**src/hdl/pida_pkg.sv**
```systemverilog
// Shared types and constants for the positional insert/delete array.
// Used by pida_ctrl, pida_dpath and positional_insert_delete_array.
// No dependencies.
package pida_pkg;

  // Default capacity of the element store.
  localparam int DEPTH_DEF = 64;

  // Fixed field widths of the request and result items.
  localparam int OP_W     = 2;
  localparam int WORD_W   = 32;
  localparam int POS_W    = 7;
  localparam int IDX_W    = 6;
  localparam int CNT_W    = 7;
  localparam int STAT_W   = 2;
  localparam int IN_TD_W  = 40;
  localparam int OUT_TD_W = 48;

  // Operation codes.
  localparam logic [OP_W-1:0] OP_INSERT = 2'd0;
  localparam logic [OP_W-1:0] OP_DELETE = 2'd1;
  localparam logic [OP_W-1:0] OP_LIST   = 2'd2;

  // Result status codes.
  localparam logic [STAT_W-1:0] ST_OK     = 2'd0;
  localparam logic [STAT_W-1:0] ST_FULL   = 2'd1;
  localparam logic [STAT_W-1:0] ST_EMPTY  = 2'd2;
  localparam logic [STAT_W-1:0] ST_BADPOS = 2'd3;

  // Commands from the controller to the datapath.
  typedef struct packed {
    logic latch;  // capture the accepted request
    logic fetch;  // register the element at the current read address
    logic emit;   // load the result register and apply the state change
  } pida_cmd_t;

  // Status from the datapath to the controller.
  typedef struct packed {
    logic out_free;   // result register can take a new result this cycle
    logic list_more;  // a list request has further elements after this one
  } pida_sts_t;

endpackage

```
**src/hdl/pida_ctrl.sv**
```systemverilog
// Controller state machine for the positional insert/delete array.
// Depends on pida_pkg for the command and status structs.
module pida_ctrl
  import pida_pkg::*;
(
  input  logic      clk,
  input  logic      rst_n,
  input  logic      in_tvalid,
  output logic      in_tready,
  input  pida_sts_t sts,
  output pida_cmd_t cmd
);

  typedef enum logic [2:0] {
    S_IDLE  = 3'b001,
    S_FETCH = 3'b010,
    S_EXEC  = 3'b100
  } state_t;

  state_t state_r, state_nxt;

  // Next state and commands.
  always_comb begin
    state_nxt = state_r;
    cmd       = '0;
    in_tready = 1'b0;
    case (state_r)
      S_IDLE: begin
        in_tready = 1'b1;
        if (in_tvalid) begin
          cmd.latch = 1'b1;
          state_nxt = S_FETCH;
        end
      end
      S_FETCH: begin
        cmd.fetch = 1'b1;
        state_nxt = S_EXEC;
      end
      S_EXEC: begin
        if (sts.out_free) begin
          cmd.emit  = 1'b1;
          state_nxt = sts.list_more ? S_FETCH : S_IDLE;
        end
      end
      default: begin
        state_nxt = S_IDLE;
      end
    endcase
  end

  // State register.
  always_ff @(posedge clk) begin
    if (!rst_n) begin
      state_r <= S_IDLE;
    end else begin
      state_r <= state_nxt;
    end
  end

endmodule

```
**config.mk**
```make
export PLATFORM = sky130hd
export DESIGN_NAME = pida_ctrl
export DESIGN_NICKNAME = d
export VERILOG_FILES = /design/src/hdl/pida_pkg.sv /design/src/hdl/pida_ctrl.sv
export SDC_FILE = /design/constraint.sdc
export NUM_CORES = 1
export LEC_CHECK = 0
export ABC_AREA = 0
export BUFFER_PORTS_ARGS = -buffer_cell sky130_fd_sc_hd__buf_2
export CORE_AREA = 4 4 41 43
export CTS_CLUSTER_DIAMETER = 100
export DETAILED_ROUTE_END_ITERATION = 10
export DIE_AREA = 0 0 45 47
export GPL_ROUTABILITY_DRIVEN = 1
export GPL_TIMING_DRIVEN = 0
export SLEW_MARGIN = 20
export SYNTH_ARGS = -nofsm -noshare
export SYNTH_HDL_FRONTEND = slang
export SYNTH_SLANG_ARGS = --single-unit
```
**constraint.sdc**
```tcl
create_clock -name clk -period 0.9 [get_ports clk]
set_clock_uncertainty 0.15 [all_clocks]
set_input_delay 0.18 -clock clk [delete_from_list [all_inputs] [get_ports clk]]
set_output_delay 0.18 -clock clk [all_outputs]
set_load 0.02 [all_outputs]
```
; Word level (Yosys, flattened, before mapping)
; Index checks and enable logic that the tools add are counted.
[op_classes]
mux = 10
n_reduce_logical = 1
eq_ne = 5
[ops]
columns = op, count
row1 = 3-bit case mux with 3 select lines, 1
row2 = 1-bit two-way mux, 6
row3 = 3-bit two-way mux, 2
row4 = 2-bit inequality test (second input constant), 2
row5 = 3-bit by 1-bit equality test with 1-bit output (second input constant), 1
row6 = 3-bit by 2-bit equality test with 1-bit output (second input constant), 1
row7 = 3-bit equality test (second input constant), 1
row8 = 2-bit two-way mux, 1
row9 = 2-bit AND reduction, 1
[word_totals]
output_inout_bits = 4
ff_bits = 3
in_bits = 5

; Depth between registers and ports, before layout
[logic_depth]
depth_word = 3
mapped_depth = 3

; Worst setup path after synthesis
; OpenSTA, ideal clock, no wires.
[synth_timing]
kind = register to output
startpoint = reg state_r[0]
endpoint = out in_tready
slack_ps = -335
path_stages_with_launch = 2
arrival_ps = 905
n_path_buf = 0
path_cell_list = dfxtp_1 nor3b_1
[synth_between]
elab_chain_len = 2
[synth_lines]
columns = element, line_no
row1 = start: declaration, pida_ctrl.sv:20  ; state_t state_r, state_nxt;
row2 = start signal: assignment, pida_ctrl.sv:56  ; state_r <= state_nxt;
row3 = 3-bit by 1-bit equality test with 1-bit output, pida_ctrl.sv:27  ; case (state_r)
row4 = 1-bit two-way mux, pida_ctrl.sv:27
row5 = end: declaration, pida_ctrl.sv:9  ; output logic in_tready,
; Every way passes these cells.

==> out/qor.txt <==
run status -> finished, violations left
failing checks -> setup timing
Pre-antenna DRT Iters -> 1
# rows -> 13
CP cell instances -> and4bb_4 > buf_6
Die ar. -> 0.00212 mm²
Final Slew Violations -> 0
PortBufs -> 8
Most used DFF post-synth -> dfxtp_1
EDFF count, synth -> 0
Initial Util -> 0.127
maxcap violations -> 0
Most flops, register -> state_r
core area -> 0.00130 mm²
Avg Inst Size Synth -> 10.3 µm²
M1 GR Usage -> 0.0703
Worst-Skew Late Latency -> 0.23 ns
Sum Neg Setup Slack -> -2.44 ns
final setup margin -> -0.468 ns
first-pass GRT wire length -> 841 µm
RSZ-0062 raised after global routing -> true
Die Y-Extent -> 47 µm
cell taking the most area after synthesis -> dfxtp_1
total number of vias -> 179
Critical Path Sink Type -> primary output
WP buf/inv -> 1
ANT cells -> 0
Max Root-Sink Buffers -> 2
Netlist cell types -> 12
fin crit share -> 1.52
CP Data Arrival Time -> 1.04 ns
fraction of final layout cells sized beyond drive strength 1 -> 0.742
async set-or-reset flop fraction in the synthesized netlist -> 0
Worst path max stage delay -> 0.35 ns
Peak Freq -> 731 MHz
crit path max fanout -> 5
critical path's top delay family -> simple AND/OR/NAND/NOR gates
ANT nets after route -> 0
routability cong. -> 0.662
Slowest-stage cell, CP -> and4bb_4
GR Overflow Total -> 0
clk sinks -> 3
CP required -> 0.57 ns
root buffer cell -> clkbuf_4
WL final -> 423 µm
clock-pin slew on the worst setup and hold paths -> 0.04 ns
Pwr per Cell Area -> 1500 mW/mm²
nets -> 37
clock buffer count from CTS -> 3
Synth area leaders -> dfxtp_1, and4bb_4, and4bb_1, nand2b_1, nor2b_1
drt wl/cell -> 9.20 µm
GRT Total Usage -> 0.0584
Vias/cell -> 3.89
Post-Syn Nets -> 21
CP Class -> flop to primary output
H-tree levels -> 1
Final setup viols -> 7
Setup crit start kind -> flop
Hold Crit Class -> input port to flop
Residual DRC -> 0
GR Layer Usage met3 -> 0.0498
Final Critical Period -> 1.37 ns
number of global-route vias before repair -> 213
Slew @ Worst Pin -> 0.214 ns
Ys Warns -> 0
final total power -> 488 µW
Max-slew headroom -> 0.856
TritonCTS clock tree -> yes
Top Ports -> 9
gr busiest metal -> met2
drt first-iter violations -> 0
Mapped Cells -> 16
Syn-to-layout area delta -> 97.0%
initial antenna violation count -> 0
synth cell count leaders -> dfxtp_1, nand2b_1, nor2b_1
LEAKAGE -> 0.000133 µW
Post-Synthesis Cell Area -> 165 µm²
sequential share of the synthesized area -> 0.364
max reg flops -> 3
chip width -> 45 µm
#FFs+latches synth -> 3
met2 usage -> 0.0763
most frequent cell after synthesis -> dfxtp_1
Yosys top cell area share -> 0.364
biggest regs -> state_r: 3 flops
Hold Vio Cnt, Final -> 0
Worst VDD drop -> 0.00106 V
pin count of the biggest net entering global routing -> 7
-- through the flow --
step	utilization	instances	setup slack (ns)	cell area (µm²)	hold slack, ns
5_1_grt	0.250	46	-0.506	325	-0.00519
6_report	0.250	46	-0.468	325	0.00123
3_5_place_dp	0.192	39	-0.287	250	0.233
4_1_cts	0.238	45	-0.473	309	-0.000956
3_3_place_gp	0.192	39	-0.287	250	0.227
2_1_floorplan	-	16	-0.170	191	0.0949
-- layout by cell type, fill, tap and decap left out --
master / Yosys / layout
buf_2: 0 / 4
buf_4: 0 / 4
clkbuf_4: 0 / 3
buf_6: 0 / 3
nand2b_1: 2 / 2
and4bb_4: 1 / 2
nor2b_1: 2 / 2
dfxtp_4: 0 / 2
nor3b_4: 0 / 1
nor2_4: 0 / 1
o21ai_1: 1 / 1
and3b_1: 1 / 1
a21oi_2: 1 / 1
nor3_1: 1 / 1
o31ai_2: 1 / 1
clkbuf_1: 0 / 1
dfxtp_2: 0 / 1
-- layout make-up --
class	instances	area, µm²
clock buffers	4	26.3
fillers	153	976
repair buffers	11	83.8
flip-flops and latches	3	68.8
multi-input cells	13	128
well taps	15	18.8
-- worst paths after layout --
kind                              endpoint  startpoint  slack, ns  depth (start not counted)
worst max register to register  state_r[0]  state_r[2]      -0.30                          3
worst min register to register  state_r[2]  state_r[0]       0.41                          1
worst max-delay path                cmd[2]  state_r[2]      -0.47                          2
worst min-delay path            state_r[0]       rst_n      0.001                          2
-- power by group --
part	switching, µW	leakage (µW)	internal, µW
Clock	65.6	0.0000150	166
Combinational	44.0	0.0000919	63.0
Sequential	9.65	0.0000258	140
-- logic make-up after synthesis --
group           count (synthesis)  share of synthesized area
compound gates                  3                      0.159
flops                           3                      0.364
simple gates                   10                      0.477
-- layer usage --
metal / part of all wire / wire (µm) / vias to the layer above
li1: - / - / 88
met1: 0.43 / 184 / 79
met2: 0.41 / 173 / 12
met3: 0.16 / 66 / 0
met4: 0 / 0 / 0
met5: 0 / 0 / -
-- worst register-to-register path: cells and delay by family, from the launching register on --
family                 cells  cell delay (ns)
buffers and inverters      1             0.14
and+or+nand+nor            1             0.25
AOI/OAI and AO/OA          1             0.19
DFF                        1             0.37
-- repair_timing --
item	4_1_cts	5_1_grt
endpoints found under the setup margin	7	7
gates resized for setup	6	3
pin swaps	2	3
buffers inserted	2	1
hold endpoints to repair	1	1
No activity file was read; power rests on OpenSTA's default activity.
